===== config.mk =====
export PLATFORM = sky130hd
export DESIGN_NAME = e2r_sincos
export DESIGN_NICKNAME = d
export VERILOG_FILES = /design/src/sv/euler_to_rotation_matrix_defines.svh /design/src/sv/e2r_pkg.sv /design/src/sv/e2r_sincos.sv
export SDC_FILE = /design/constraint.sdc
export NUM_CORES = 2
export LEC_CHECK = 0
export ABC_AREA = 1
export BUFFER_PORTS_ARGS = -buffer_cell sky130_fd_sc_hd__buf_2
export CAP_MARGIN = 20
export CORE_UTILIZATION = 40
export CTS_CLUSTER_DIAMETER = 60
export CTS_CLUSTER_SIZE = 14
export DETAILED_ROUTE_END_ITERATION = 10
export HOLD_SLACK_MARGIN = 0.02
export SYNTH_ARGS = -nofsm -noshare
export SYNTH_HDL_FRONTEND = slang
export SYNTH_SLANG_ARGS = --single-unit

===== constraint.sdc =====
create_clock -name aclk -period 11.7 [get_ports aclk]
set_input_delay 1.755 -clock aclk [delete_from_list [all_inputs] [get_ports aclk]]
set_output_delay 1.755 -clock aclk [all_outputs]
set_load 0.1 [all_outputs]

===== src/sv/euler_to_rotation_matrix_defines.svh =====
// assertion macros used by the euler to rotation matrix top level
`ifndef EULER_TO_ROTATION_MATRIX_DEFINES_SVH
`define EULER_TO_ROTATION_MATRIX_DEFINES_SVH

// property that must hold at every clock while out of reset
`define E2R_ASSERT(label, prop, msg) \
    label: assert property (@(posedge aclk) disable iff (!aresetn) (prop)) \
        else $error(msg);

// implication checked on the next cycle
`define E2R_ASSERT_NEXT(label, ante, cons, msg) \
    label: assert property (@(posedge aclk) disable iff (!aresetn) (ante) |=> (cons)) \
        else $error(msg);

`endif


===== src/sv/e2r_pkg.sv =====
// package: types, constants and helpers for the euler to rotation matrix block
`default_nettype none
package e2r_pkg;

    localparam int ANGLE_FRAC_BITS_DEF = 13;
    localparam int OUT_FRAC_BITS_DEF   = 14;
    localparam int TRIG_ITER_DEF       = 16;

    localparam int QF = 30;
    // q2.30 working word plus guard bits for reduction and products
    localparam int WW = 36;

    localparam logic signed [WW-1:0] Q_PI      = 36'sd3373259426;
    localparam logic signed [WW-1:0] Q_TWO_PI  = 36'sd6746518852;
    localparam logic signed [WW-1:0] Q_HALF_PI = 36'sd1686629713;
    localparam logic signed [WW-1:0] Q_GAIN    = 36'sd652032874;
    localparam logic signed [WW-1:0] Q_ONE     = 36'sd1073741824;

    typedef logic signed [WW-1:0] word_t;

    typedef struct packed {
        logic signed [15:0] angle_z;
        logic signed [15:0] angle_y;
        logic signed [15:0] angle_x;
    } in_item_t;

    typedef struct packed {
        logic signed [15:0] m00;
        logic signed [15:0] m01;
        logic signed [15:0] m02;
        logic signed [15:0] m10;
        logic signed [15:0] m11;
        logic signed [15:0] m12;
        logic signed [15:0] m20;
        logic signed [15:0] m21;
        logic signed [15:0] m22;
    } out_item_t;

    typedef struct packed {
        word_t s;
        word_t c;
    } sc_t;

    function automatic word_t atan_q(input int i);
        word_t r;
        case (i)
            0: r = 36'sd843314857;
            1: r = 36'sd497837829;
            2: r = 36'sd263043837;
            3: r = 36'sd133525159;
            4: r = 36'sd67021687;
            5: r = 36'sd33543516;
            6: r = 36'sd16775851;
            7: r = 36'sd8388437;
            8: r = 36'sd4194283;
            9: r = 36'sd2097149;
            default: begin
                if (i <= 30) r = word_t'(64'sd1 <<< (30 - i));
                else r = '0;
            end
        endcase
        return r;
    endfunction

    function automatic word_t clamp_one(input word_t v);
        word_t r;
        if (v > Q_ONE) r = Q_ONE;
        else if (v < -Q_ONE) r = -Q_ONE;
        else r = v;
        return r;
    endfunction

    // q2.30 product, rounded half up; operands limited to +-1.0 in magnitude
    function automatic word_t qmul(input word_t a, input word_t b);
        logic signed [31:0] a32;
        logic signed [31:0] b32;
        logic signed [63:0] p;
        a32 = a[31:0];
        b32 = b[31:0];
        p = a32 * b32 + (64'sd1 <<< (QF - 1));
        return word_t'(p >>> QF);
    endfunction

endpackage
`default_nettype wire


===== src/sv/e2r_sincos.sv =====
// pipelined angle reduction and cordic sine/cosine for one angle
`default_nettype none
module e2r_sincos
    import e2r_pkg::*;
#(
    parameter int ANGLE_FRAC_BITS = ANGLE_FRAC_BITS_DEF,
    parameter int TRIG_ITERATIONS = TRIG_ITER_DEF
) (
    input  wire logic        aclk,
    input  wire logic        en,
    input  wire logic [15:0] angle,
    output sc_t              sc
);
    localparam int NS = TRIG_ITERATIONS;
    // the angle in q2.30 fits within +-2^MAG_BITS; 2*pi exceeds 2^32, so the
    // quotient of the reduction stays below 2^RED_K
    localparam int MAG_BITS = QF - ANGLE_FRAC_BITS + 15;
    localparam int RED_K    = (MAG_BITS > 32) ? (MAG_BITS - 32) : 0;

    word_t t_reg;
    logic  neg0_reg;

    word_t t_next;
    logic  neg_next;

    always_comb begin
        logic signed [47:0] w;
        logic signed [47:0] r;
        logic signed [47:0] tp;
        logic signed [47:0] thp;
        logic signed [47:0] tw;
        w = 48'(signed'(angle)) <<< (QF - ANGLE_FRAC_BITS);
        tp = 48'(Q_TWO_PI);
        thp = 48'(Q_PI);
        // truncated remainder by restoring compare and subtract
        r = (w < 0) ? -w : w;
        for (int k = RED_K - 1; k >= 0; k--) begin
            if (r >= (tp <<< k)) r = r - (tp <<< k);
        end
        if (w < 0) r = -r;
        if (r < 0) r = r + tp;
        if (r > thp) r = r - tp;
        tw = r;
        neg_next = 1'b0;
        if (tw > 48'(Q_HALF_PI)) begin
            tw = tw - thp;
            neg_next = 1'b1;
        end else if (tw < -48'(Q_HALF_PI)) begin
            tw = tw + thp;
            neg_next = 1'b1;
        end
        t_next = tw[WW-1:0];
    end

    always_ff @(posedge aclk) begin
        if (en) begin
            t_reg    <= t_next;
            neg0_reg <= neg_next;
        end
    end

    for (genvar i = 0; i < NS; i++) begin : g_stage
        word_t x_reg;
        word_t y_reg;
        word_t z_reg;
        logic  ng_reg;
        word_t x_in;
        word_t y_in;
        word_t z_in;
        logic  ng_in;

        if (i == 0) begin : g_in
            assign x_in  = Q_GAIN;
            assign y_in  = '0;
            assign z_in  = t_reg;
            assign ng_in = neg0_reg;
        end else begin : g_in
            assign x_in  = g_stage[i-1].x_reg;
            assign y_in  = g_stage[i-1].y_reg;
            assign z_in  = g_stage[i-1].z_reg;
            assign ng_in = g_stage[i-1].ng_reg;
        end

        always_ff @(posedge aclk) begin
            if (en) begin
                if (z_in >= 0) begin
                    x_reg <= x_in - (y_in >>> i);
                    y_reg <= y_in + (x_in >>> i);
                    z_reg <= z_in - atan_q(i);
                end else begin
                    x_reg <= x_in + (y_in >>> i);
                    y_reg <= y_in - (x_in >>> i);
                    z_reg <= z_in + atan_q(i);
                end
                ng_reg <= ng_in;
            end
        end
    end

    sc_t sc_reg;
    always_ff @(posedge aclk) begin
        if (en) begin
            sc_reg.c <= clamp_one(g_stage[NS-1].ng_reg ? -g_stage[NS-1].x_reg
                                                       : g_stage[NS-1].x_reg);
            sc_reg.s <= clamp_one(g_stage[NS-1].ng_reg ? -g_stage[NS-1].y_reg
                                                       : g_stage[NS-1].y_reg);
        end
    end
    assign sc = sc_reg;
endmodule
`default_nettype wire


* Yosys cells after proc, flatten, opt, wreduce, memory -nomap -nowiden
Index checks and enable logic that the tools add are counted.
Widths: inputs -> output; s select.
** Word-level totals
- Input bits :: 18
- Output and inout bits :: 72
- Register bits after elaboration :: 1781
- Logic and storage cells :: 250
** Cells by class
- $lt $le $gt $ge :: 25
- Add/subtract/negate cells :: 98
- Reductions and logical operators :: 2
- Muxes and demuxes :: 57
** Operators by type and width (count)
- $mux 36 :: 52
- $ge 36x1->1 const B :: 16
- $mux 48 :: 4
- $add 36x21->36 :: 2
- $add 36x22->36 :: 2
- $add 36x22->36 const B :: 2
- $add 36x23->36 :: 2
- $add 36x24->36 :: 2
- $add 36x25->36 :: 2
- $add 36x26->36 :: 2
- $add 36x27->36 :: 2
- $add 36x28->36 :: 2
- $add 36x29->36 :: 2
- $add 36x30->36 :: 2
- $add 36x30->36 const B :: 2
- $add 36x31->36 :: 2
- $add 36x32->36 :: 2
- $add 36x33->36 :: 2
- $add 36x34->36 :: 2
- $gt 36x32->1 const B :: 2
- $lt 36x31->1 const B :: 2
- $neg 36->36 :: 2
- $sub 36x21->36 :: 2
- $sub 36x22->36 :: 2
- 53 further kinds :: 68

* Depth between registers and ports, before layout
- Depth after elaboration :: 11
- Depth in mapped cells :: 45

* Worst setup path before layout
Ideal clock, no wire load.
- Path type :: register -> register
- Start point :: reg g_stage[1].z_reg[35]
- End point :: reg g_stage[2].z_reg[34], data pin
- Clock period less this slack :: 6.553 ns
- Path buffers :: 3
- Stages on the path, launching flop included :: 29
- Data arrival time :: 6.294 ns
- Path slack :: 5.147 ns
- Cell sequence :: edfxtp_1 > inv_1 > ha_1 > inv_1 > nor4_1 > and3_1 > nand4_1 > nand2_1 > clkbuf_1 > clkbuf_1 > clkbuf_1 > inv_1 > ha_1 > a21o_1 > a31oi_1 > o21ai_0 > a21oi_1 > o21ai_0 > a21boi_0 > o21bai_1 > a31oi_1 > o21ai_0 > a21boi_0 > o21ai_0 > a21boi_0 > o21ai_0 > a21boi_0 > o21ai_0 > xnor2_1
** On the way
- Cells in the longest elaborated chain, start to end :: 2
** Ends and longest elaborated chain
- start, declared :: RTL line e2r_sincos.sv:65 : word_t z_reg;
- start signal, assigned :: RTL line e2r_sincos.sv:89 : z_reg <= z_in - atan_q(i);
- start signal, assigned :: RTL line e2r_sincos.sv:93 : z_reg <= z_in + atan_q(i);
- $ge 36x1->1 :: RTL line e2r_sincos.sv:86 : if (z_in >= 0) begin
- $mux 36 :: RTL line e2r_sincos.sv:86
- end signal, assigned :: RTL line e2r_sincos.sv:89
- end signal, assigned :: RTL line e2r_sincos.sv:93
- end, declared :: RTL line e2r_sincos.sv:65
Every way passes these cells.
A chain may end at the register's enable or synchronous reset.

* Worst setup path in the final report
- Start point :: reg g_stage[6].z_reg[31]
- End point :: reg g_stage[7].y_reg[34], data pin
** On the way
- Cells in the longest elaborated chain, start to end :: 2
** Ends and longest elaborated chain
- start, declared :: RTL line e2r_sincos.sv:65
- start signal, assigned :: RTL line e2r_sincos.sv:89
- start signal, assigned :: RTL line e2r_sincos.sv:93
- $ge 36x1->1 :: RTL line e2r_sincos.sv:86
- $mux 36 :: RTL line e2r_sincos.sv:86
- end signal, assigned :: RTL line e2r_sincos.sv:88 : y_reg <= y_in + (x_in >>> i);
- end signal, assigned :: RTL line e2r_sincos.sv:92 : y_reg <= y_in - (x_in >>> i);
- end, declared :: RTL line e2r_sincos.sv:64 : word_t y_reg;
Every way passes these cells.

==> reports/qor.csv <==
stage;metric;value;unit
placed_design;Routability Congestion;0.908;
logic_synthesis;Netlist cell types;65;
die;die area;323000;um2
die;Initial Utilization;0.403;
clock_network;CTS Buf Count;182;
clock_network;CTS Buffer Depth;4;
timing;Final Hold Vio Count;0;
clock_network;CTS tree;built;
route;drt drc;0;
job;Max-Cap Viols;0;
timing;skew final;0.0713;ns
die;Top Ports;90;
worst_hold_path;Hold WC Path Type;flop to flop;
die;FP Rows;207;
setup_path;Max FO, Critical Path;54;
logic_synthesis;EDFF count, synth;1593;
setup_path;Worst Path Buf+Inv;3;
logic_synthesis;Yosys reg bits;1593;
timing;Max Clock Freq;137;MHz
route;antenna-violating nets left;0;
grt;first-pass GRT wire length;495;mm
final_layout;fin nets;16300;
final_layout;P&R area growth vs syn;9.12;%
timing;setup TNS;0;ns
setup_path;critical path arrival;7.89;ns
clock_network;buffer count from post-CTS setup fixing;0;
timing;clock period minus worst slack;7.31;ns
clock_network;Root Buffer;clkbuf_16;
die;Die X-Extent;569;um
timing;final slew viol count;0;
logic_synthesis;syn avg cell area;8.77;um2
grt;GRT Resource Usage Total;0.188;
route;routed length per placed instance;16.2;um
clock_network;clk sinks;1593;
timing;unrepaired setup endpoints after global routing;false;
logic_synthesis;yosys warns;0;
placed_design;I/O Buffers;89;
final_layout;max FFs per register;505;
die;Core ar.;319000;um2
grt;grt total ovfl;0;
clock_network;htree depth;4;
setup_path;Worst Setup Start Kind;flop;
setup_path;Worst path slowest cell;inv_1;
clock_network;CTS resizes;0;
clock_network;clk_lat worst skew;0.89;ns
route;Vias/cell;5.06;
outcome;run status;completed;
setup_path;CP required;12.28;ns
placed_design;Detail Placement HPWL;253;mm
setup_path;CP Capture Type;flop;
timing;worst-margin pin slew;1.17;ns
logic_synthesis;Main synth FF type;edfxtp_1;
die;die height;569;um
clock_network;clock-pin slew on the worst setup and hold paths;0.07;ns
logic_synthesis;FFs w/ async S/R, synth;0;
grt;antenna violations before repair;1;
timing;final worst path period share;0.624;
clock_network;cts hold-fix bufs;0;
setup_path;worst setup path category;flop to flop;
timing;slew margin rel.;0.221;
logic_synthesis;Cell Area, Synth;128000;um2
route;WL final;312;mm
grt;vias in the first global route;95300;
route;initial DRC count;4779;
logic_synthesis;Post-Syn Instances;14700;
logic_synthesis;sequential area share after synthesis;0.372;
route;vias;97300;
route;1st-pass router iterations;5;
timing;# setup viols final;0;
final_layout;share of cells above drive strength 1;0.0376;
grt;largest net degree at the start of global routing;192;
setup_path;Crit path max-delay family;compound AO/OA/AOI/OAI gates;
setup_path;Critical Path Max Stage Delay;0.56;ns
-- through the flow --
step	worst slack (ns)	hold slack (ns)	area, um2	cells	utilization
floorplan	5.15	0.400	128000	14700	-
global placement	3.86	0.401	134000	18900	0.421
detailed placement	3.90	0.405	134000	18900	0.421
CTS	4.32	0.382	140000	19200	0.440
global route	3.76	0.406	140000	19200	0.440
finish	4.39	0.396	140000	19200	0.440
-- synth_stat cells, types with 14 or more instances --
library cell  count  area (um2)
a21o_1           47         353
nor3_1          259        1300
o21ai_0         782        3910
a21oi_1        1581        7910
o21a_1           33         248
a211oi_1         29         218
nor4_1          115         719
o31ai_1         100         751
nand3_1         473        2370
fa_1             39         781
xnor2_1         789        6910
nand2_1        2450        9200
or2_2            33         206
ha_1           1457       18200
inv_2            18        67.6
nand4_1         115         719
inv_1          1440        5410
nand3b_1         19         143
nor2_2           14        87.6
o211ai_1         51         383
edfxtp_1       1593       47800
clkbuf_1        115         432
a31oi_1         142         888
nand2_2          38         238
a21boi_0        124         931
nor2_1         1203        4520
xor2_1         1364       11900
nor3b_1          18         135
o21bai_1         61         458
-- logic make-up after synthesis --
kind of cell,count (synthesis),share of synthesized area
flip-flops,1593,0.372
other,1,0.0000292
adder cells (fa/ha/maj),1496,0.148
XOR/XNOR,2153,0.147
AND/OR/NAND/NOR,4779,0.156
AO/OA/AOI/OAI,3013,0.129
buffers and inverters,1616,0.0481
-- final timing paths --
| check | cells past startpoint | slack [ns] | to | startpoint |
|---|---|---|---|---|
| max | 30 | 4.39 | g_stage[7].y_reg[34]$_DFFE_PP_ | g_stage[6].z_reg[31]$_DFFE_PP_ |
| min | 0 | 0.40 | g_stage[12].z_reg[16]$_DFFE_PP_ | g_stage[11].z_reg[16]$_DFFE_PP_ |
| max reg2reg | 30 | 4.39 | g_stage[7].y_reg[34]$_DFFE_PP_ | g_stage[6].z_reg[31]$_DFFE_PP_ |
| min reg2reg | 0 | 0.40 | g_stage[12].z_reg[16]$_DFFE_PP_ | g_stage[11].z_reg[16]$_DFFE_PP_ |
-- metal layers --
metal  wire length (um)  vias to the layer above  part of all wire  global-route usage
li1                   -                    51100                 -                   -
met1             129000                    44200              0.41               0.210
met2             160000                     1420              0.51               0.360
met3               8380                      625             0.027              0.0167
met4              14300                        0             0.046              0.0823
met5                  0                        -                 0                   0
-- cells in the final DEF (no fill, tap or decap), types with 100 or more instances in the layout --
cell	netlist	final
nor4_1	115	115
nor2_1	1203	1203
a21boi_0	124	124
a31oi_1	142	142
nand2_1	2450	2447
nor3_1	259	259
inv_1	1440	1440
ha_1	1457	1457
xor2_1	1364	1364
nand3_1	473	473
clkbuf_16	0	185
xnor2_1	789	789
edfxtp_1	1593	1593
nand4_1	115	115
o31ai_1	100	100
a21oi_1	1581	1581
o21ai_0	782	781
-- layout make-up --
type | count | area, um2
multi-input combinational | 11400 | 74500
tap | 4284 | 5360
timing repair buffer | 142 | 933
clock buffer | 199 | 4680
inverter | 1468 | 5520
fill | 31200 | 179000
sequential | 1593 | 47800
antenna | 1 | 2.50
clock inverter | 110 | 1380
Power is not shown: default switching activity piles up to over one toggle a cycle in this logic, so the estimate is an artifact.
